--- src/wfae_pkg.sv ---
// ----------------------------------------------------------------------------
// WLAN frame airtime estimator package
// Shared types, constants and lookup tables for the airtime estimator.
// ----------------------------------------------------------------------------
package wfae_pkg;

    localparam int NUM_W     = 21;
    localparam int DEN_W     = 14;
    localparam int DUR_W     = 21;
    localparam int EXTRA_W   = 15;
    localparam int DIV_STEPS = NUM_W;
    localparam int CNT_W     = $clog2(DIV_STEPS);

    localparam logic [7:0] TYPE_MASK  = 8'hFC;
    localparam logic [7:0] FT_CTS     = 8'hC4;
    localparam logic [7:0] FT_ACK     = 8'hD4;
    localparam logic [7:0] FT_BEACON  = 8'h80;
    localparam logic [7:0] FT_QOSDATA = 8'h88;
    localparam logic [3:0] DATA_MASK  = 4'hC;
    localparam logic [3:0] DATA_TYPE  = 4'h8;

    localparam logic [1:0] MODE_B = 2'd0;
    localparam logic [1:0] MODE_A = 2'd1;

    localparam logic [4:0] OFDM_SIFS = 5'd16;
    localparam logic [4:0] CCK_SIFS  = 5'd10;
    localparam logic [4:0] SLOT_SHORT = 5'd9;
    localparam logic [4:0] SLOT_LONG  = 5'd20;

    localparam logic [7:0] PRE_SHORT = 8'd96;
    localparam logic [7:0] PRE_LONG  = 8'd192;
    localparam logic [4:0] OFDM_PRE  = 5'd20;
    localparam logic [7:0] OFDM_EXTRA_BITS_X10 = 8'd220;

    localparam logic [3:0] DEF_CWMIN = 4'd4;
    localparam logic [3:0] DEF_CWMAX = 4'd10;

    localparam logic [1:0] UP_TO_AC [8] = '{2'd0, 2'd1, 2'd1, 2'd0, 2'd2, 2'd2, 2'd3, 2'd3};
    localparam logic [2:0] AC_AIFS  [4] = '{3'd3, 3'd7, 3'd2, 3'd2};
    localparam logic [3:0] AC_CWMIN [4] = '{4'd4, 4'd4, 4'd3, 4'd2};
    localparam logic [3:0] AC_CWMAX [4] = '{4'd10, 4'd10, 4'd4, 4'd3};

    typedef enum logic [1:0] {
        ST_IDLE,
        ST_DIV,
        ST_FIN
    } t_state;

    typedef struct packed {
        logic load;
        logic step;
        logic finish;
    } t_cmd;

    typedef struct packed {
        logic last_step;
    } t_status;

endpackage

--- src/wfae_ctrl.sv ---
// ----------------------------------------------------------------------------
// Airtime estimator controller
// Sequences load, division steps and result hand-off, and owns the handshakes.
// ----------------------------------------------------------------------------
module wfae_ctrl (
    input  logic             i_clk,
    input  logic             i_rst_n,
    input  logic             i_valid,
    output logic             o_stall,
    output logic             o_valid,
    input  logic             i_stall,
    input  wfae_pkg::t_status i_status,
    output wfae_pkg::t_cmd    o_cmd
);

    wfae_pkg::t_state r_state, n_state;
    logic             r_valid, n_valid;

    always_ff @(posedge i_clk) begin
        if (!i_rst_n) begin
            r_state <= wfae_pkg::ST_IDLE;
            r_valid <= 1'b0;
        end else begin
            r_state <= n_state;
            r_valid <= n_valid;
        end
    end

    always_comb begin
        n_state = r_state;
        o_cmd   = '0;
        n_valid = r_valid && i_stall;
        case (r_state)
            wfae_pkg::ST_IDLE: begin
                if (i_valid) begin
                    o_cmd.load = 1'b1;
                    n_state    = wfae_pkg::ST_DIV;
                end
            end
            wfae_pkg::ST_DIV: begin
                o_cmd.step = 1'b1;
                if (i_status.last_step) begin
                    n_state = wfae_pkg::ST_FIN;
                end
            end
            wfae_pkg::ST_FIN: begin
                if (!r_valid || !i_stall) begin
                    o_cmd.finish = 1'b1;
                    n_valid      = 1'b1;
                    n_state      = wfae_pkg::ST_IDLE;
                end
            end
            default: begin
                n_state = wfae_pkg::ST_IDLE;
            end
        endcase
    end

    assign o_stall = (r_state != wfae_pkg::ST_IDLE);
    assign o_valid = r_valid;

endmodule

--- src/wfae_dp.sv ---
// ----------------------------------------------------------------------------
// Airtime estimator datapath
// Operand setup, restoring divider, interframe and backoff term, result sum.
// ----------------------------------------------------------------------------
module wfae_dp (
    input  logic                        i_clk,
    input  logic                        i_rst_n,
    input  wfae_pkg::t_cmd              i_cmd,
    output wfae_pkg::t_status           o_status,
    input  logic [1:0]                  i_phy_mode,
    input  logic [13:0]                 i_frame_length,
    input  logic [11:0]                 i_rate_100kbps,
    input  logic                        i_short_preamble,
    input  logic                        i_short_slot,
    input  logic [7:0]                  i_frame_type,
    input  logic [2:0]                  i_user_priority,
    input  logic [3:0]                  i_retries,
    output logic [wfae_pkg::DUR_W-1:0]  o_duration_us
);

    function automatic logic [13:0] backoff(input logic [3:0] cwmin, input logic [3:0] cwmax,
                                            input logic [3:0] retries, input logic [4:0] slot);
        logic [4:0]  e;
        logic [9:0]  win;
        logic [14:0] prod;
        e = {1'b0, cwmin} + {1'b0, retries};
        if (e > {1'b0, cwmax}) begin
            e = {1'b0, cwmax};
        end
        win  = 10'((11'd1 << e) - 11'd1);
        prod = {5'd0, win} * {10'd0, slot};
        return prod[14:1];
    endfunction

    logic                            r_prev_cts;
    logic [wfae_pkg::CNT_W-1:0]      r_cnt;
    logic [wfae_pkg::NUM_W-1:0]      r_q;
    logic [wfae_pkg::DEN_W-1:0]      r_rem;
    logic [wfae_pkg::DEN_W-1:0]      r_den;
    logic [wfae_pkg::EXTRA_W-1:0]    r_extra;
    logic                            r_ofdm;
    logic                            r_short_pre;
    logic [wfae_pkg::DUR_W-1:0]      r_dur;

    logic [11:0]                     rate;
    logic                            cck_rate, ofdm;
    logic [14:0]                     len_p4;
    logic [wfae_pkg::NUM_W-1:0]      num;
    logic [wfae_pkg::DEN_W-1:0]      den;
    logic [4:0]                      sifs, slot;
    logic [7:0]                      ft;
    logic [1:0]                      ac;
    logic [wfae_pkg::EXTRA_W-1:0]    extra;
    logic [wfae_pkg::DEN_W:0]        rem_sh, rem_sub;
    logic                            qbit;
    logic [21:0]                     q_c;
    logic [22:0]                     tx, dur;

    always_comb begin
        rate     = (i_rate_100kbps == 12'd0) ? 12'd1 : i_rate_100kbps;
        cck_rate = (rate == 12'd10) || (rate == 12'd20) || (rate == 12'd55) || (rate == 12'd110);
        ofdm     = (i_phy_mode == wfae_pkg::MODE_A) || (i_phy_mode[1] && !cck_rate);
        len_p4   = {1'b0, i_frame_length} + 15'd4;
        num      = ({6'd0, len_p4} << 6) + ({6'd0, len_p4} << 4)
                 + (ofdm ? {13'd0, wfae_pkg::OFDM_EXTRA_BITS_X10} : '0);
        den      = ofdm ? {rate, 2'b00} : {2'b00, rate};
        sifs     = ofdm ? wfae_pkg::OFDM_SIFS : wfae_pkg::CCK_SIFS;
        slot     = (ofdm || i_short_slot) ? wfae_pkg::SLOT_SHORT : wfae_pkg::SLOT_LONG;
        ft       = i_frame_type & wfae_pkg::TYPE_MASK;
        ac       = wfae_pkg::UP_TO_AC[i_user_priority];
        if (ft == wfae_pkg::FT_CTS || ft == wfae_pkg::FT_ACK) begin
            extra = {10'd0, sifs};
        end else if (ft == wfae_pkg::FT_BEACON) begin
            extra = {10'd0, sifs} + {9'd0, slot, 1'b0} + {11'd0, slot[4:1]};
        end else if ((i_frame_type[3:0] & wfae_pkg::DATA_MASK) == wfae_pkg::DATA_TYPE
                     && r_prev_cts) begin
            extra = {10'd0, sifs};
        end else if (ft == wfae_pkg::FT_QOSDATA) begin
            extra = {10'd0, sifs}
                  + {7'd0, 8'({5'd0, wfae_pkg::AC_AIFS[ac]} * {3'd0, slot})}
                  + {1'b0, backoff(wfae_pkg::AC_CWMIN[ac], wfae_pkg::AC_CWMAX[ac],
                                   i_retries, slot)};
        end else begin
            extra = {10'd0, sifs} + {9'd0, slot, 1'b0}
                  + {1'b0, backoff(wfae_pkg::DEF_CWMIN, wfae_pkg::DEF_CWMAX, i_retries, slot)};
        end
    end

    always_comb begin
        rem_sh  = {r_rem, r_q[wfae_pkg::NUM_W-1]};
        rem_sub = rem_sh - {1'b0, r_den};
        qbit    = (rem_sh >= {1'b0, r_den});
        q_c     = {1'b0, r_q} + {21'd0, (r_rem != '0)};
        tx      = r_ofdm ? ({18'd0, wfae_pkg::OFDM_PRE} + {q_c[20:0], 2'b00})
                         : ({15'd0, (r_short_pre ? wfae_pkg::PRE_SHORT : wfae_pkg::PRE_LONG)}
                            + {1'b0, q_c});
        dur     = tx + {8'd0, r_extra};
    end

    always_ff @(posedge i_clk) begin
        if (!i_rst_n) begin
            r_prev_cts <= 1'b0;
            r_cnt      <= '0;
        end else if (i_cmd.load) begin
            r_prev_cts <= (ft == wfae_pkg::FT_CTS);
            r_cnt      <= '0;
        end else if (i_cmd.step) begin
            r_cnt      <= r_cnt + 1'b1;
        end
    end

    always_ff @(posedge i_clk) begin
        if (i_cmd.load) begin
            r_q         <= num;
            r_rem       <= '0;
            r_den       <= den;
            r_extra     <= extra;
            r_ofdm      <= ofdm;
            r_short_pre <= i_short_preamble;
        end else if (i_cmd.step) begin
            r_q   <= {r_q[wfae_pkg::NUM_W-2:0], qbit};
            r_rem <= qbit ? rem_sub[wfae_pkg::DEN_W-1:0] : rem_sh[wfae_pkg::DEN_W-1:0];
        end
        if (i_cmd.finish) begin
            r_dur <= dur[wfae_pkg::DUR_W-1:0];
        end
    end

    assign o_status.last_step = (r_cnt == wfae_pkg::CNT_W'(wfae_pkg::DIV_STEPS - 1));
    assign o_duration_us      = r_dur;

endmodule

--- src/wlan_frame_airtime_estimator.sv ---
// ----------------------------------------------------------------------------
// WLAN frame airtime estimator
// Estimates the medium time of one 802.11 frame in microseconds.
// ----------------------------------------------------------------------------
// An accepted word is loaded and run through the one-bit-per-cycle divider,
// which takes 21 steps; the result is then written unless a held result is
// stalled. A new word is accepted only after its result has been written.
// The result register lets the next word be accepted while a result waits.
// Reset is synchronous and active low; it clears the controller, the divider
// step counter and the previous-CTS flag.
module wlan_frame_airtime_estimator (
    input  logic        i_clk,
    input  logic        i_rst_n,
    input  logic        i_valid,
    output logic        o_stall,
    input  logic [1:0]  i_phy_mode,
    input  logic [13:0] i_frame_length,
    input  logic [11:0] i_rate_100kbps,
    input  logic        i_short_preamble,
    input  logic        i_short_slot,
    input  logic [7:0]  i_frame_type,
    input  logic [2:0]  i_user_priority,
    input  logic [3:0]  i_retries,
    output logic        o_valid,
    input  logic        i_stall,
    output logic [20:0] o_duration_us
);

    wfae_pkg::t_cmd    cmd;
    wfae_pkg::t_status status;

    wfae_ctrl u_ctrl (
        .i_clk    (i_clk),
        .i_rst_n  (i_rst_n),
        .i_valid  (i_valid),
        .o_stall  (o_stall),
        .o_valid  (o_valid),
        .i_stall  (i_stall),
        .i_status (status),
        .o_cmd    (cmd)
    );

    wfae_dp u_dp (
        .i_clk            (i_clk),
        .i_rst_n          (i_rst_n),
        .i_cmd            (cmd),
        .o_status         (status),
        .i_phy_mode       (i_phy_mode),
        .i_frame_length   (i_frame_length),
        .i_rate_100kbps   (i_rate_100kbps),
        .i_short_preamble (i_short_preamble),
        .i_short_slot     (i_short_slot),
        .i_frame_type     (i_frame_type),
        .i_user_priority  (i_user_priority),
        .i_retries        (i_retries),
        .o_duration_us    (o_duration_us)
    );

    a_cmd_onehot: assert property (@(posedge i_clk) disable iff (!i_rst_n)
        $onehot0({cmd.load, cmd.step, cmd.finish}))
        else $error("controller issued more than one command");

    a_busy_after_accept: assert property (@(posedge i_clk) disable iff (!i_rst_n)
        (i_valid && !o_stall) |=> o_stall)
        else $error("input not stalled after a word was accepted");

    a_finish_free: assert property (@(posedge i_clk) disable iff (!i_rst_n)
        cmd.finish |-> !(o_valid && i_stall))
        else $error("result overwritten while still held");

    a_finish_valid: assert property (@(posedge i_clk) disable iff (!i_rst_n)
        cmd.finish |=> o_valid)
        else $error("result word not presented after finish");

endmodule
--- config.mk ---
export PLATFORM = sky130hd
export DESIGN_NAME = wlan_frame_airtime_estimator
export DESIGN_NICKNAME = d
export VERILOG_FILES = /design/src/wfae_pkg.sv /design/src/wfae_ctrl.sv /design/src/wfae_dp.sv /design/src/wlan_frame_airtime_estimator.sv
export SDC_FILE = /design/constraint.sdc
export NUM_CORES = 1
export LEC_CHECK = 0
export BUFFER_PORTS_ARGS = -buffer_cell sky130_fd_sc_hd__clkbuf_2
export CAP_MARGIN = 40
export CORE_AREA = 2 2 145 176
export CTS_CLUSTER_SIZE = 12
export DETAILED_ROUTE_END_ITERATION = 16
export DIE_AREA = 0 0 147 178
export PLACE_DENSITY = 0.68
export SLEW_MARGIN = 20
export SYNTH_ARGS = -nofsm -noshare
export SYNTH_HDL_FRONTEND = slang
export SYNTH_SLANG_ARGS = --single-unit
export TNS_END_PERCENT = 30
--- constraint.sdc ---
create_clock -name i_clk -period 24.5 [get_ports i_clk]
set_input_delay 7.35 -clock i_clk [delete_from_list [all_inputs] [get_ports i_clk]]
set_output_delay 7.35 -clock i_clk [all_outputs]
set_load 0.01 [all_outputs]
* Word-level counts from Yosys, hierarchy flattened
Memories as Yosys holds them, arrays and structs flattened. Index checks and enable logic that the tools add are counted.
Storage, ports and cells: input port bits 49, memories kept 1, word-level logic and storage cells 128, ROM bits 16, output and inout bits 23, register bits 96
Memory list:
- (no name shown) | words 8, width 2, rd ports 1, clocked after memory_dff 0, write ports 0, line wfae_dp.sv:70 | ac = wfae_pkg::UP_TO_AC[i_user_priority];
Operators by class: multiplexer cells 46, magnitude comparators 5, multiply operators 3, equality and inequality tests 16, shift-type cells 2, $add $sub $neg 18, reductions and logical operators 20, bitwise logic cells 3
Operators by type and width (number):
- 2-to-1 mux 5 bit | 13
- 2-to-1 mux 21 bit | 3
- 2-to-1 mux 15 bit | 3
- adder 15 x 14 -> 15 bit | 2
- multiplier 10 x 5 -> 15 bit | 2
- == test 6 bit (second input constant) | 4
- 2-to-1 mux 12 bit | 2
- adder 21 x 1 -> 21 bit | 1
- adder 21 x 15 -> 21 bit | 1
- adder 21 x 19 -> 21 bit | 1
- adder 21 bit | 1
- adder 5 x 21 -> 21 bit (first input constant) | 1
- adder 8 x 21 -> 21 bit | 1
- left shift 1 x 5 -> 10 bit (first input constant) | 2
- subtractor 10 x 1 -> 10 bit (second input constant) | 2
- binary-select mux 4 bit (select 2 bit) | 2
- 2-to-1 mux 4 bit | 4
- 2-to-1 mux 8 bit | 2
- adder 14 x 3 -> 15 bit (second input constant) | 1
- adder 15 x 4 -> 15 bit | 1
- >= comparator 15 x 14 -> 1 bit | 1
- 2-to-1 mux 14 bit | 1
- nonzero test 14 bit | 1
- subtractor 14 bit | 1
- 35 further kinds | 60

* Longest topological paths before layout
Gate-level depths: netlist of run 1.
depth after elaboration 23, gate-level depth with buffers 39, mapped depth without buffers 36

* Modules after synthesis
A second synthesis of run 1 with hierarchy kept.
Second synthesis, totals: cells, all modules 1511, area, all modules 12399.4 um^2
By module, submodules not included:
- wfae_dp | cells an instance 1492, area each 12234.2 um^2, instances 1, sequential area each 2592.5 um^2
- wfae_ctrl | cells an instance 19, area each 165.2 um^2, instances 1, sequential area each 60.1 um^2

* Least setup slack after synthesis of run 1
No wires, ideal clock.
kind input to register, start in i_user_priority[2], end reg u_dp.r_extra[13] (netlist bit) (data pin), cell stages on the path 37, library setup time 0.262 ns, required time 24.238 ns, path buffers 3, data arrival time 14.524 ns, setup slack 9.714 ns, cells stage by stage clkbuf_1 inv_1 nor2_1 ha_1 inv_1 fa_1 xor2_1 inv_1 ha_1 a21o_1 a21oi_1 o22ai_1 clkbuf_1 mux2i_1 nand3_1 ha_1 clkbuf_1 a21oi_1 mux2i_1 ha_1 ha_1 inv_1 fa_1 inv_1 ha_1 and2_0 o21ai_0 nand2_1 nor2_1 xnor2_1 ha_1 nand2_1 o21ai_0 nand2_1 nor3b_1 xnor2_1 o22ai_1
Between the ends: word-level cells in the longest chain between the ends 22, elaborated cells on any way between the ends 30, those cells by class 4 x add/sub; 2 x mul; 1 x order compare; 1 x shift; 19 x mux; 2 x bitwise; 1 x memory
Ends and longest elaborated chain:
- from (decl) | line wlan_frame_airtime_estimator.sv:22 | input logic [2:0] i_user_priority,
- inverter 3 -> 4 bit (implied by the code) * | line wfae_dp.sv:70
- memory read (8 x 2 bit) *
- 2-to-1 mux 2 bit (implied by the code) * (2 in a row) | line wfae_dp.sv:70
- inverter 2 -> 3 bit (implied by the code) * | line wfae_dp.sv:80, wfae_dp.sv:81
- binary-select mux 4 bit (select 2 bit) | line wfae_dp.sv:81 | + {1'b0, backoff(wfae_pkg::AC_CWMIN[ac], wfae_pkg::AC_CWMAX[ac],
- 2-to-1 mux 4 bit (implied by the code) (2 in a row) | line wfae_dp.sv:81
- adder 4 x 4 -> 5 bit | line wfae_dp.sv:26 | e = {1'b0, cwmin} + {1'b0, retries};
- greater-than comparator 5 x 4 -> 1 bit | line wfae_dp.sv:27 | if (e > {1'b0, cwmax}) begin
- [4 not listed]
- 2-to-1 mux 5 bit | line wfae_dp.sv:71 | if (ft == wfae_pkg::FT_CTS || ft == wfae_pkg::FT_ACK) begin
- left shift 1 x 5 -> 10 bit | line wfae_dp.sv:30 | win = 10'((11'd1 << e) - 11'd1);
- subtractor 10 x 1 -> 10 bit | line wfae_dp.sv:30
- multiplier 10 x 5 -> 15 bit | line wfae_dp.sv:31 | prod = {5'd0, win} * {10'd0, slot};
- adder 15 x 14 -> 15 bit * | line wfae_dp.sv:81
- 2-to-1 mux 15 bit * | line wfae_dp.sv:78 | end else if (ft == wfae_pkg::FT_QOSDATA) begin
- 2-to-1 mux 15 bit * | line wfae_dp.sv:75 | end else if ((i_frame_type[3:0] & wfae_pkg::DATA_MASK) == wfae_pkg::DATA_TYPE
- 2-to-1 mux 15 bit * | line wfae_dp.sv:73 | end else if (ft == wfae_pkg::FT_BEACON) begin
- to (signal assigned) | line wfae_dp.sv:117 | r_extra <= extra;
- to (decl) | line wfae_dp.sv:40 | logic [wfae_pkg::EXTRA_W-1:0] r_extra;
Every way passes the cells marked *; elsewhere a longest branch is shown, timed or not. The select of a mux whose other input is x is not followed. A chain may end at the register's enable or synchronous reset.

* Worst setup path after layout of run 1
Ends and elaborated chain as after synthesis.

==> results of run 1 <==
-- kinds of logic (layout without fill, tap and decap cells) --
logic type	Yosys count	count (layout)
buf+inv	194	222
mux	23	23
flops	96	96
xor+xnor	134	134
other cells	2	8
fa+ha+maj	188	188
simple gates	552	552
compound gates	335	335
-- critical path, delay by kind of cell --
| kind | cells | cell delay (ns) |
|---|---|---|
| muxes | 1 | 0.41 |
| xor gates and xnor gates | 4 | 1.07 |
| adders and majority gates | 9 | 3.01 |
| AOI/OAI and AO/OA | 8 | 1.05 |
| buffers and inverters | 7 | 0.93 |
| and+or+nand+nor | 9 | 1.50 |
-- registers in the layout, summed over array words and instances, names as in the netlist --
signal	count
u_dp.r_extra	15
u_dp.r_cnt	5
u_ctrl.o_valid	1
u_dp.r_den	14
u_dp.r_q	21
u_dp.r_prev_cts	1
u_ctrl.r_state	2
u_dp.r_short_pre	1
u_dp.r_rem	14
u_dp.o_duration_us	21
u_dp.r_ofdm	1
-- metal layers --
layer	global-route usage	part of all wire	up-vias	wire [um]
met3	0.0153	0.022	41	594
met2	0.392	0.51	146	13700
met4	0.0653	0.023	0	626
li1	-	-	5475	-
met1	0.251	0.45	4887	12000
met5	0	0	-	0
-- worst paths after layout --
check                                        start                      to  slack [ns]  depth (start not counted)
worst max-delay path            i_user_priority[2]        u_dp.r_extra[13]        9.25                         38
worst min-delay path                 u_dp.r_cnt[1]           u_dp.r_cnt[1]        0.50                          2
worst max register to register       u_dp.r_rem[1]  u_dp.o_duration_us[18]       18.64                         21
worst min register to register       u_dp.r_cnt[1]           u_dp.r_cnt[1]        0.50                          2
-- per-stage QoR --
| stage | cells | hold WS [ns] | setup WS (ns) | util |
|---|---|---|---|---|
| 6_report | 1883 | 0.500 | 9.25 | 0.540 |
| 5_1_grt | 1883 | 0.521 | 8.53 | 0.540 |
| 4_1_cts | 1881 | 0.501 | 9.17 | 0.539 |
| 3_5_place_dp | 1865 | 0.491 | 8.82 | 0.527 |
| 3_3_place_gp | 1861 | 0.484 | 8.98 | 0.526 |
| 2_1_floorplan | 1530 | 0.450 | 9.71 | - |
-- where the power goes --
group | total, W | internal, W | switching [W]
combinational | 0.000902 | 0.000397 | 0.000505
sequential | 0.000259 | 0.000226 | 0.0000329
clock | 0.000135 | 0.0000701 | 0.0000651
-- cells in the final DEF (no fill, tap or decap), types with 25 or more instances in the layout --
master	count
nand2_1	146
fa_1	25
a21oi_1	84
nor2_1	134
edfxtp_1	73
nand3_1	46
inv_1	126
ha_1	163
clkbuf_2	70
o21ai_0	88
xor2_1	50
nor3_1	43
xnor2_1	83
-- cell usage after synthesis (all sizes together) (5+ instances only) --
master,instances
a2111oi,5
a211oi,12
a21boi,8
a21o,24
a21oi,87
a31oi,16
and2,16
and3,16
and4,5
buf,16
clkbuf,51
dfxtp,23
edfxtp,73
fa,25
ha,163
inv,126
mux2i,20
nand2,146
nand2b,20
nand3,47
nand3b,5
nand4,17
nand4b,5
nor2,134
nor2b,22
nor3,44
nor3b,5
nor4,24
o2111ai,5
o211ai,11
o21a,15
o21ai,89
o21bai,8
o22ai,13
o31a,5
or2,16
or3,11
xnor2,83
xor2,50
-- cell type report --
cell class              count  share of cell area
clock inverters             7             0.00408
multi-input cells        1240               0.678
flip-flops and latches     96               0.201
inverters                 127              0.0362
repair buffers             79              0.0329
well taps                 325              0.0308
clock buffers               9              0.0171
==> reports/summary.txt, run 1 <==
Largest net degree at the start of global routing: 44
Pre-Repair DR Iteration Count: 7
Die height: 178 um
Post-Syn Area: 12,300 um^2
Clock sinks: 96
Skew final: 0.00768 ns
Worst EP required: 24.60 ns
CP peak stage delay: 0.52 ns
Fill count: 2,355
Num rows: 63
Post-synthesis mux area share: 0.0190
VDD IR max: 0.0591 mV
Die extent in x: 147 um
Sequential-to-total area share from yosys stat: 0.215
Gpl congestion: 0.871
DR WL/cell: 14.3 um
Clk_lat worst skew: 0.35 ns
N_diodes: 0
Setup Crit Path Kind: in -> reg
Fin area: 13,200 um^2
Final WL: 26.9 mm
Avg Cell Area, Syn: 8.08 um^2
Cells taking the most area after synthesis: edfxtp_1 18%, ha_1 17%, xnor2_1 5.9%
Max_slew headroom: 0.469
Area of the multi-input gates: 8940 um^2
Storage cell area: 2650 um^2
First DRT Iteration DRCs: 540
Compound-Gate Fraction of Synth Area: 0.175
Setup Buffers After CTS: 0
Max Cap Viol: 0
Setup TNS: 0 ns
Post-synth top area cell: edfxtp_1
DIE AREA: 26,200 um^2
Clk pin slew, worst setup/hold paths: 0.07 ns
Post-DP Area: 12,900 um^2
Initial Util: 0.504
Post-route ant nets: 0
Vias: 10,500
CTS tree: built
CTS resizes: 0
Leak: 5.80 nW
Vias in the first global route: 10,100
FF+latch count, synth: 96
Total CTS buffers: 9
Ys async rst share: 0
Port Buf Inserts: 69
Syn Inst Count: 1,524
Post-route DRC: 0
Worst slew pin tran: 0.795 ns
Grt total ovfl: 0
WP data arrival: 15.34 ns
RSZ-0062 raised after global routing: false
Slowest CP cell: fa_1
HPWL Detailed: 22.0 mm
Final #Nets: 1,790
First-pass GRT wire length: 45.6 mm
Area share of the leading cell type in the synthesized netlist: 0.178
Tcrit/Tclk final: 0.622
Area growth syn-to-layout: 7.04%
Hold Vio Cnt, Final: 0
Dominant combinational cell family by area after synthesis: simple AND/OR/NAND/NOR gates
Area share of fa/ha/maj cells after synthesis: 0.206
CP max FO: 17
Tmin final: 15.25 ns
Initial antenna violation count: 0
I/O Pins: 72
Synth unique cells: 90
Maximum root-to-sink buffer count: 2
Worst Hold Class: reg -> reg
Drt via density: 5.60
CP most frequent cell: ha_1
Share of cells above drive strength 1: 0.0866
Main synth FF type: edfxtp_1
CP Capture Type: flip-flop
EDFF count, synth: 73
Core ar.: 24,400 um^2
Outcome: complete, no violations
P per Cell Area: 98.3 nW/um^2
Count of final setup violators: 0
Tot Pwr: 0.00130 W
Crit path launch type: primary input
GRT Util Overall: 0.208
Maximum clock frequency: 0.0656 GHz
Xor/xnor share of the synthesized area: 0.0965
CTS HTree Levels: 3
CTS Hold Bufs: 0
Post-synthesis simple-gate area fraction: 0.226
CTS root buf: clkbuf_16
Max-slew violation count: 0
Synthesis Warnings: 0
Note: power is estimated with default switching activity, not from simulation.
==> run 2: changes to the inputs <==
Settings changed: ABC_AREA set to 1, CORE_AREA 2 2 145 176 to 2 2 146 176, DIE_AREA 0 0 147 178 to 0 0 148 178, PLACE_DENSITY 0.68 to 0.71.
Clock period 24.5 ns to 12.5 ns, I/O delays scaled along.
==> reports/summary.txt, run 2 <==
Tmin final: 11.36 ns
Synthesis Warnings: 0 (unchanged)
First-pass GRT wire length: 46.7 mm (+2.3%)
Main synth FF type: edfxtp_1
Final WL: 26.9 mm (-0.31%)
Post-route DRC: 0 (unchanged)
Fill count: 2,412 (+2.4%)
Port Buf Inserts: 69 (unchanged)
CTS tree: built
Hold path depth: 2 (unchanged)
CTS HTree Levels: 3 (unchanged)
Max_slew headroom: 0.498 (+0.0291)
Area share of the leading cell type in the synthesized netlist: 0.177 (-0.00136)
Post-DP Area: 13,100 um^2 (+1.9%)
Cells taking the most area after synthesis: edfxtp_1 18%, ha_1 16%, nand2_1 11%
Largest net degree at the start of global routing: 42 (-4.5%)
Skew final: 0.0121 ns (+0.00443 ns)
Most numerous cell in the Yosys netlist: nand2_1
EDFF count, synth: 73 (unchanged)
Num rows: 63 (unchanged)
Die extent in x: 148 um (+0.68%)
First DRT Iteration DRCs: 467 (-14%)
Count of final setup violators: 0 (unchanged)
CTS resizes: 0 (unchanged)
Die height: 178 um (unchanged)
Most frequent cells in the layout: 379 x nand2_1, 277 x inv_1, 163 x ha_1
CTS Hold Bufs: 0 (unchanged)
Post-Syn Area: 12,400 um^2 (+0.77%)
Initial Util: 0.505 (+0.000635)
Pre-Repair DR Iteration Count: 6 (-1)
Setup Crit Path Kind: in -> reg
CP Capture Type: flip-flop
Worst Setup SP: i_user_priority[2]
Final #Nets: 2,054 (+15%)
CTS root buf: clkbuf_16
Dpl cells: 2,130 (+14%)
Finished Layout Cells: 2,147 (+14%)
Max-slew violation count: 0 (unchanged)
CP max FO: 11 (-6)
Slowest CP cell: fa_1
VDD IR max: 0.194 mV (+230%)
Fin area: 13,400 um^2 (+1.9%)
Clk_lat worst skew: 0.35 ns (about the same)
P per Cell Area: 197 nW/um^2 (+100%)
N_diodes: 0 (unchanged)
DR WL/cell: 12.5 um (-13%)
Total CTS buffers: 9 (unchanged)
Tcrit/Tclk final: 0.908
Vias in the first global route: 10,700 (+5.9%)
HP Start: u_dp.r_cnt[4]
Sequential-to-total area share from yosys stat: 0.214 (-0.00165)
Leak: 6.77 nW (+17%)
DIE AREA: 26,300 um^2 (+0.68%)
Clk pin slew, worst setup/hold paths: 0.07 ns (about the same)
Setup Buffers After CTS: 0 (unchanged)
Syn Inst Count: 1,760 (+15%)
Share of cells above drive strength 1: 0.110 (+0.0237)
Hold Vio Cnt, Final: 0 (unchanged)
Setup TNS: 0 ns (unchanged)
Commonest non-fill, non-tap cell in the layout: nand2_1
Avg Cell Area, Syn: 7.05 um^2 (-13%)
Area of the multi-input gates: 8530 um^2 (-4.5%)
Maximum clock frequency: 0.0881 GHz
Crit path launch type: primary input
RSZ-0062 raised after global routing: false
Reg2reg start: u_dp.r_rem[6]
Final core occ: 0.546 (+0.00667)
Storage cell area: 2650 um^2 (unchanged)
Vias: 11,000 (+4.7%)
Clock sinks: 96 (unchanged)
CP peak stage delay: 0.51 ns (about the same)
Drt via density: 5.14 (-8.2%)
Max Cap Viol: 0 (unchanged)
Maximum root-to-sink buffer count: 2 (unchanged)
GRT Util Overall: 0.212 (+0.00449)
Grt total ovfl: 0 (unchanged)
FF-to-FF path depth: 23 (+9.5%)
FF+latch count, synth: 96 (unchanged)
Core ar.: 24,600 um^2 (+0.65%)
I/O Pins: 72 (unchanged)
Synth unique cells: 54 (-40%)
HPWL Detailed: 22.7 mm (+3.1%)
Outcome: complete, no violations
Gpl congestion: 0.885 (+1.6%)
Worst slew pin tran: 0.753 ns (-0.0418 ns)
Ys async rst share: 0 (unchanged)
Post-synth top area cell: edfxtp_1
Initial antenna violation count: 0 (unchanged)
WP data arrival: 11.47 ns (-3.87 ns)
Worst Hold Class: reg -> reg
Synth cell count leaders: 379 x nand2_1, 277 x inv_1, 163 x ha_1, 144 x nor2_1, 117 x o21ai_0
Post-route ant nets: 0 (unchanged)
Area growth syn-to-layout: 8.22%
Worst EP required: 12.61 ns (-11.99 ns)
run 2: cell types whose count changed in the layout (fill, tap and decap cells not counted), moves of 20 or more:
cell	previous run	this run
a21oi_1	84	108
o21ai_0	88	117
nand2_2	0	25
nand2_1	146	379
xnor2_1	83	30
nor3_1	43	22
nand2b_1	20	0
mux2i_1	20	0
inv_1	126	277
nand3_1	46	108
a21o_1	24	3
nor2b_1	22	0
run 2: per-layer routing:
metal  routed length [um]  GRT usage
met5                    0          0
met4                  307     0.0417
met3                  538     0.0210
met2                14100      0.416
met1                11900      0.249
run 2: metrics by stage:
stage / hold WS, ns / power, W / setup WS [ns]
after floorplan: 0.452 / 0.00198 / 1.94
after global placement: 0.462 / 0.00232 / 1.05
after detailed placement: 0.471 / 0.00235 / 0.836
after CTS: 0.486 / 0.00265 / 1.17
after global routing: 0.515 / 0.00295 / 0.400
final: 0.486 / 0.00264 / 1.14
run 2: worst paths after layout:
check,end,slack [ns]
setup / recovery,u_dp.r_extra[13],1.14
hold / removal,u_dp.r_cnt[4],0.49
setup reg to reg,u_dp.o_duration_us[17],7.81
hold reg to reg,u_dp.r_cnt[4],0.49
run 2: cell families after synthesis:
kind of cell               after synthesis  share of synthesized area
AOI/OAI and AO/OA                      280                      0.123
other                                    2                   0.000605
DFF                                     96                      0.214
adders and majority gates              188                      0.205
buffers and inverters                  329                      0.101
and+or+nand+nor                        777                      0.293
xor gates and xnor gates                88                     0.0642
run 2: cell type report:
class | count | area share
Sequential cell | 96 | 0.197
Timing Repair Buffer | 77 | 0.0329
Multi-Input combinational cell | 1341 | 0.635
Tap cell | 325 | 0.0303
Inverter | 292 | 0.0821
Clock inverter | 5 | 0.00317
Clock buffer | 11 | 0.0189
run 2: critical path: cells and delay by family:
family	cells	cell delay [ns]
adder cells (fa/ha/maj)	9	3.16
XOR/XNOR	2	0.48
AO/OA/AOI/OAI	3	0.66
AND/OR/NAND/NOR	19	2.40
buffers and inverters	11	0.99
run 2: power by group:
group / leakage, nW / internal (W) / switching (W) / total (W)
Clock: 0.144 / 0.000150 / 0.000127 / 0.000277
Sequential: 0.886 / 0.000442 / 0.0000453 / 0.000487
Combinational: 5.74 / 0.000714 / 0.00117 / 0.00188
